**src/sv/wsm_pkg.sv**
```systemverilog
`timescale 1ns / 1ps

package wsm_pkg;

  localparam int unsigned MAX_PATTERN_WORDS = 32;
  localparam int unsigned IDX_W             = $clog2(MAX_PATTERN_WORDS);
  localparam int unsigned WORD_W            = 64;
  localparam int unsigned CNT_W             = 17;
  localparam int unsigned LEN_W             = 6;
  localparam logic [CNT_W-1:0] TEXT_CAP     = 17'd65536;

  // Packed widths of the stream payloads, padded to whole bytes
  localparam int unsigned IN_FIELDS_W  = IDX_W + WORD_W;
  localparam int unsigned IN_DATA_W    = ((IN_FIELDS_W + 7) / 8) * 8;
  localparam int unsigned OUT_FIELDS_W = 1 + 3 * CNT_W;
  localparam int unsigned OUT_DATA_W   = ((OUT_FIELDS_W + 7) / 8) * 8;

  typedef enum logic [1:0] {
    OP_LOAD     = 2'd0,
    OP_TEXT     = 2'd1,
    OP_NEW_TEXT = 2'd2,
    OP_NONE     = 2'd3
  } op_t;

  // Controls broadcast to every cell of the chain
  typedef struct packed {
    logic shift_word;   // text item: words move one cell further
    logic clear_words;  // new text: window goes to zero
    logic rotate_pat;   // pattern moves one cell for a length change
  } cell_ctrl_t;

endpackage

```
**src/sv/wsm_cell.sv**
```systemverilog
`timescale 1ns / 1ps

module wsm_cell (
  input  logic                       clk,
  input  logic                       rst_n,
  input  wsm_pkg::cell_ctrl_t        ctrl,
  input  logic                       load_en,
  input  logic [wsm_pkg::WORD_W-1:0] load_code,
  input  logic [wsm_pkg::WORD_W-1:0] word_in,
  input  logic [wsm_pkg::WORD_W-1:0] pat_in,
  output logic [wsm_pkg::WORD_W-1:0] word_out,
  output logic [wsm_pkg::WORD_W-1:0] pat_out,
  output logic                       eq
);

  logic [wsm_pkg::WORD_W-1:0] word_r;
  logic [wsm_pkg::WORD_W-1:0] pat_r;

  // window word, reset to zero
  always_ff @(posedge clk) begin
    if (!rst_n) begin
      word_r <= '0;
    end else if (ctrl.clear_words) begin
      word_r <= '0;
    end else if (ctrl.shift_word) begin
      word_r <= word_in;
    end
  end

  // pattern word, no reset
  always_ff @(posedge clk) begin
    if (ctrl.rotate_pat) begin
      pat_r <= pat_in;
    end else if (load_en) begin
      pat_r <= load_code;
    end
  end

  // compare against the word that enters this cell
  assign eq       = (word_in == pat_r);
  assign word_out = word_r;
  assign pat_out  = pat_r;

endmodule

```
**config.mk**
```make
export PLATFORM = sky130hd
export DESIGN_NAME = wsm_cell
export DESIGN_NICKNAME = d
export VERILOG_FILES = /design/src/sv/wsm_pkg.sv /design/src/sv/wsm_cell.sv
export SDC_FILE = /design/constraint.sdc
export NUM_CORES = 1
export LEC_CHECK = 0
export ABC_AREA = 0
export CORE_AREA = 8 8 121 123
export DETAILED_ROUTE_END_ITERATION = 8
export DIE_AREA = 0 0 129 131
export DONT_BUFFER_PORTS = 1
export PLACE_DENSITY_LB_ADDON = 0.3
export REMOVE_ABC_BUFFERS = 1
export SYNTH_ARGS = -nofsm -noshare
export SYNTH_HDL_FRONTEND = slang
export SYNTH_SLANG_ARGS = --single-unit
```
**constraint.sdc**
```tcl
create_clock -name clk -period 4.9 [get_ports clk]
set_input_delay 0.49 -clock clk [delete_from_list [all_inputs] [get_ports clk]]
set_output_delay 0.49 -clock clk [all_outputs]
set_load 0.005 [all_outputs]
```
Word-level counts from Yosys, hierarchy flattened
Cells that the tools add are included.

cells by class
  bitwise operators = 1
  reductions and logical operators = 2
  equality and inequality tests = 1
  mux-type cells = 2

operators with widths
  cell                number
  $mux W64            2
  $eq A64 B64 Y1      1
  $reduce_bool A2 Y1  1
  $reduce_or A2 Y1    1
  $not A1 Y1          1

word-level totals
  input port bits = 198
  register bits after elaboration = 128
  output and inout bits = 129
  logic and storage cells = 8

Longest topological paths before layout
Gate-level depths: netlist (run 1).

  depth after elaboration = 2
  depth in mapped cells = 4

Least setup slack after synthesis (run 1)
Ideal clock, no wire load.

  kind = in2reg
  start point = input port ctrl[0] (netlist name)
  end point = register pat_r, in the netlist pat_out[0] (enable)
  setup time = 0.394 ns
  path buffers = 2
  stages = 3
  setup slack = 2.759 ns
  arrival time = 1.747 ns
  data required time = 4.506 ns
  path through = buf_2 -> buf_2 -> or2_2

on the way
  longest elaborated chain between the ends = 1

ends and longest elaborated chain
  what                          RTL line        text
  start, declared               wsm_cell.sv:6   input wsm_pkg::cell_ctrl_t ctrl,
  $reduce_bool A2 Y1 (no line)  --
  end signal, assigned          wsm_cell.sv:33  pat_r <= pat_in;
  end signal, assigned          wsm_cell.sv:35  pat_r <= load_code;
  end, declared                 wsm_cell.sv:17  logic [wsm_pkg::WORD_W-1:0] pat_r;

Every way passes these cells.
A chain may end at the register's enable or synchronous reset.

Final worst setup path (run 1)
  start point = register pat_r, in the netlist pat_out[18]
  end point = output port eq

on the way
  longest elaborated chain between the ends = 1

ends and longest elaborated chain
  what            RTL line        text
  $eq A64 B64 Y1  wsm_cell.sv:40  assign eq = (word_in == pat_r);
  end, declared   wsm_cell.sv:13  output logic eq

Every way passes these cells.

==> flow_summary.json, run 1 <==
{
  "r2r_slack_ns": 4.21,
  "fin_area_sq_um": 6380,
  "reg2reg_from": "word_out[57]",
  "synthesis.instances": 428,
  "first_pass_iters": 4,
  "clkPwrFrac_pct": 47.4,
  "ctsResizeCount": 0,
  "rsz0062_at_grt": "false",
  "leakage_nw": 2.48,
  "cp-start-kind": "register",
  "switching_power_w": 0.000605,
  "drv_cap": 0,
  "fp.coreArea_sq_um": 12900,
  "num_rows": 42,
  "status": "completed",
  "hpwlAfterDp_um": 12200,
  "cts_max_level": 4,
  "drv_slew": 0,
  "seqPwrFrac_pct": 46.1,
  "switching_share_pct": 21.5,
  "num_vias": 3303,
  "rr_worst_depth": 2,
  "grt_pass1_wl_um": 21800,
  "cp-end-kind": "output pin",
  "antennaDiodeCount": 0,
  "yosysTopAreaCellShare_pct": 34.2,
  "detail_route.vias_per_cell": 5.35,
  "hold_violations": 0,
  "yosysWarnings": 0,
  "cp.required_ns": 4.41,
  "postPlaceCellArea_sq_um": 5750,
  "cts_buffer_depth": 2,
  "dp_cells": 585,
  "fillers": 1138,
  "drt_iter0_markers": 175,
  "path_class": "register to output pin",
  "syn_area_sq_um": 5620,
  "drc": 0,
  "synthTopCellsByArea": "edfxtp_1 34%, dfxtp_1 23%, mux2_2 13%",
  "yosysSeqAreaShare_pct": 57.0,
  "whs_endpoint": "word_out[36]",
  "setup_viol": 0,
  "hold_path_class": "primary input to register",
  "io_pins": 327,
  "place.gp.congestion": 0.786,
  "die-width_um": 129,
  "crit_fanout": 2,
  "yosys_register_bits": 128,
  "power_w": 0.00281,
  "min_path_cells": 2,
  "synthToLayoutAreaGrowth_pct": 13.6,
  "skew_ns": 0,
  "wire_per_inst_um": 25.5,
  "io_buffers": 0,
  "comb_power_share_pct": 6.5,
  "tightest_slew_ns": 0.768,
  "ys_types": 15,
  "die_area_sq_um": 16900,
  "overflow": 0,
  "cts_root_buf": "clkbuf_16",
  "drive_above_1_share_pct": 22.2,
  "cts_tree": "done",
  "syn_avg_cell_area_sq_um": 13.1,
  "cts.clk_slew.worst_paths_ns": 0.06,
  "internal-power_w": 0.00221,
  "power.density_nw_per_um2": 440,
  "vdd_drop_max_v": 0.000225,
  "insertion_delay_ns": 0.41,
  "nets": 626,
  "cts_inserted_buffers": 17,
  "antenna_found_initial": 0,
  "post_cts_buffers": 0,
  "fin_crit_ns": 2.73,
  "grt_pass1_vias": 3548,
  "max_slew_margin_pct": 48.8,
  "ant_nets": 0,
  "yosys.area.top_type": "edfxtp_1",
  "min_from": "word_in[36]",
  "final_cells": 617,
  "r2r_end": "word_out[57]",
  "initial_core_util_pct": 43.7,
  "cp.arrival_ns": 2.24,
  "numClockSinks": 128,
  "fin_crit_sh_pct": 55.7,
  "grt_usage_pct": 17.8,
  "grt_max_degree": 66,
  "die_y_um": 131,
  "max_freq_mhz": 366,
  "tns_ns": 0,
  "drt-total-wl_um": 15800,
  "ctsHoldBuffers": 0
}
through the flow:
step	worst slack (ns)	utilization, %	hold slack (ns)
floorplan	2.98	-	0.485
global placement	2.45	44.7	0.517
detailed placement	2.45	44.7	0.522
CTS	2.01	49.6	0.210
global route	2.04	49.6	0.211
finish	2.17	49.6	0.228
layer usage:
layer,wire (um),track usage [%],vias to the layer above
li1,-,-,1523
met1,5240,17.0,1549
met2,7830,30.0,216
met3,2460,12.1,15
met4,233,6.57,0
met5,0,0,-
worst max-delay path: stages, from the launching register on:
cell and delay (ns):
edfxtp_1 0.46, xor2_1 0.18, nor4_1 0.51, nand4_1 0.32, nor4_2 0.36
state kept, by name, summed over array words and instances, names as in the netlist:
signal    flops
pat_out      64
word_out     64
kinds of logic (layout without fill, tap and decap cells):
kind of cell,Yosys count,count (layout),share of synthesized area [%]
xor gates and xnor gates,64,64,9.97
buffers and inverters,21,34,1.89
DFF,128,128,57.0
muxes,128,128,24.2
and+or+nand+nor,87,87,6.94
layout make-up:
cell class | instances | area, sq um | area share [%]
sequential | 128 | 3200 | 50.2
multi-input combinational | 279 | 2310 | 36.3
clock buffer | 22 | 474 | 7.43
tap | 176 | 220 | 3.45
clock inverter | 10 | 158 | 2.47
timing repair buffer | 2 | 15.0 | 0.235
worst max-delay path by stage:
stage	startpoint	to	slack, ns	cells past startpoint
final	pat_out[18]	eq	2.17	4
after detailed placement	word_in[28]	eq	2.45	4
after global placement	word_in[28]	eq	2.45	4
after CTS	pat_out[28]	eq	2.01	4
after global routing	pat_out[28]	eq	2.04	4
after floorplan	ctrl[1]	word_out[0]	2.98	2
cell usage after synthesis:
cell / instances
nand2b_1: 1
dfxtp_1: 64
nor4_2: 1
nand4_1: 4
clkbuf_1: 3
or2_2: 1
buf_1: 4
mux2i_1: 64
nor2_1: 64
mux2_2: 64
buf_4: 4
xor2_1: 64
nor4_1: 16
edfxtp_1: 64
buf_2: 10
power by group through the flow:
stage / clock, W / sequential [W] / combinational, W
3_5_place_dp: 0 / 0.00132 / 0.000184
2_1_floorplan: 0 / 0.00129 / 0.000148
3_3_place_gp: 0 / 0.00132 / 0.000180
5_1_grt: 0.00141 / 0.00131 / 0.000200
4_1_cts: 0.00136 / 0.00130 / 0.000186
6_report: 0.00133 / 0.00130 / 0.000182
(Power assumes the default switching activity.)
==> inputs of run 2 (changes only) <==
--- a/config.mk
+++ b/config.mk
@@ -6,9 +6,9 @@
 export NUM_CORES = 1
 export LEC_CHECK = 0
 export ABC_AREA = 0
-export CORE_AREA = 8 8 121 123
+export CORE_AREA = 8 8 122 124
 export DETAILED_ROUTE_END_ITERATION = 8
-export DIE_AREA = 0 0 129 131
+export DIE_AREA = 0 0 130 132
 export DONT_BUFFER_PORTS = 1
 export PLACE_DENSITY_LB_ADDON = 0.3
 export REMOVE_ABC_BUFFERS = 1
==> constraint.sdc (replaced) <==
create_clock -name clk -period 2.8 [get_ports clk]
set_input_delay 0.28 -clock clk [delete_from_list [all_inputs] [get_ports clk]]
set_output_delay 0.28 -clock clk [all_outputs]
set_load 0.005 [all_outputs]
==> flow_summary.json, run 2 (same netlist as run 1, synthesis figures left out) <==
{
  "crit_chain": "xor2_1, nor4_1, nand4_1, nor4_2",
  "cts_tree": "done",
  "cp-start-kind": "register",
  "overflow": 0,
  "fin_crit_sh_pct": 93.3,
  "num_rows": 42,
  "fin_hold_ws_ns": 0.0222,
  "seqPwrFrac_pct": 48.1,
  "nets": 630,
  "drive_above_1_share_pct": 22.7,
  "switching_share_pct": 22.4,
  "fp.coreArea_sq_um": 13000,
  "crit_fanout": 2,
  "grt_max_degree": 66,
  "power.density_nw_per_um2": 739,
  "cp.arrival_ns": 2.33,
  "initial_core_util_pct": 43.3,
  "io_pins": 327,
  "wire_per_inst_um": 26.5,
  "cp-end-kind": "output pin",
  "cp.required_ns": 2.52,
  "drc": 0,
  "antenna_found_initial": 1,
  "fin_crit_ns": 2.61,
  "cts.clk_slew.worst_paths_ns": 0.06,
  "hpwlAfterDp_um": 12900,
  "status": "completed",
  "num_vias": 3316,
  "fillers": 1196,
  "switching_power_w": 0.00106,
  "synthToLayoutAreaGrowth_pct": 13.6,
  "die_y_um": 132,
  "die_area_sq_um": 17200,
  "place.gp.congestion": 0.870,
  "leakage_nw": 2.49,
  "detail_route.vias_per_cell": 5.34,
  "worst-path-stages": 4,
  "clkPwrFrac_pct": 45.0,
  "hold_path_class": "primary input to register",
  "vdd_drop_max_v": 0.000536,
  "cts_root_buf": "clkbuf_16",
  "hold_violations": 0,
  "critical_path_buf_inv_count": 0,
  "critPathSlowestCell": "nor4_1",
  "antennaDiodeCount": 0,
  "setup_viol": 0,
  "max_slew_margin_pct": 40.4,
  "drv_cap": 0,
  "rr_worst_depth": 2,
  "cts_buffer_depth": 2,
  "critical_path.top_delay_family": "simple AND/OR/NAND/NOR gates",
  "ant_nets": 0,
  "numClockSinks": 128,
  "drt-total-wl_um": 16500,
  "cts_max_level": 4,
  "path_class": "register to output pin",
  "grt_pass1_wl_um": 23400,
  "max_freq_mhz": 383,
  "tightest_slew_ns": 0.894,
  "die-width_um": 130,
  "cts_inserted_buffers": 17,
  "insertion_delay_ns": 0.40,
  "min_path_cells": 2,
  "drt_iter0_markers": 129,
  "grt_pass1_vias": 3684,
  "tns_ns": 0,
  "skew_ns": 0,
  "rsz0062_at_grt": "false",
  "first_pass_iters": 4,
  "max_stage_delay_ns": 0.54,
  "io_buffers": 0,
  "power_w": 0.00472,
  "comb_power_share_pct": 6.9,
  "drv_slew": 0,
  "grt_usage_pct": 18.6,
  "internal-power_w": 0.00366
}
==> run 2: cell count changes in the layout (fill, tap and decap cells not counted), sizes merged <==
| cell | previous run | this run |
|---|---|---|
| clkinv | 4 | 8 |
| dlygate4sd3 | 0 | 3 |
| bufinv | 4 | 2 |
| buf | 2 | 3 |
| clkbuf | 22 | 21 |
| clkinvlp | 2 | 1 |
==> run 2: worst paths after layout <==
path,slack (ns),to,from
setup / recovery,0.19,eq,pat_out[10]
hold / removal,0.02,word_out[41],word_in[41]
setup reg to reg,2.10,word_out[41],word_out[41]
hold reg to reg,0.53,word_out[54],word_out[54]
==> run 2: layout make-up <==
class | instances | area (sq um) | area share, %
clock buffer | 21 | 460 | 7.21
clock inverter | 11 | 115 | 1.80
multi-input combinational | 279 | 2320 | 36.4
sequential | 128 | 3200 | 50.2
tap | 176 | 220 | 3.45
timing repair buffer | 6 | 65.1 | 1.02
==> run 2: routing by layer <==
metal,vias to the layer above,share of wire [%],GRT usage (%)
li1,1525,-,-
met1,1552,32,16.5
met2,228,52,33.5
met3,9,15,12.3
met4,2,0.75,4.52
met5,-,0.049,0
==> run 2: repair_timing <==
item / in CTS / in global routing
buffers inserted: 0 / 0
setup endpoints to repair: 1 / 0
hold buffers: 1 / 2
endpoints found under the hold margin: 1 / 2
resized for setup: 1 / 0
==> run 2: power by group through the flow <==
stage / Sequential (W) / Combinational, W / Clock [W]
final: 0.00227 / 0.000326 / 0.00213
after global routing: 0.00229 / 0.000358 / 0.00225
after CTS: 0.00228 / 0.000331 / 0.00217
after detailed placement: 0.00232 / 0.000324 / 0
after global placement: 0.00231 / 0.000315 / 0
after floorplan: 0.00226 / 0.000260 / 0
==> run 2: metrics by stage <==
stage	cell area (sq um)	utilization (%)	instances	setup slack, ns
after floorplan	5520	-	407	1.09
after global placement	5770	44.5	586	0.283
after detailed placement	5770	44.5	586	0.278
after CTS	6360	49.0	619	0.0264
after global routing	6380	49.2	621	0.0186
final	6380	49.2	621	0.188
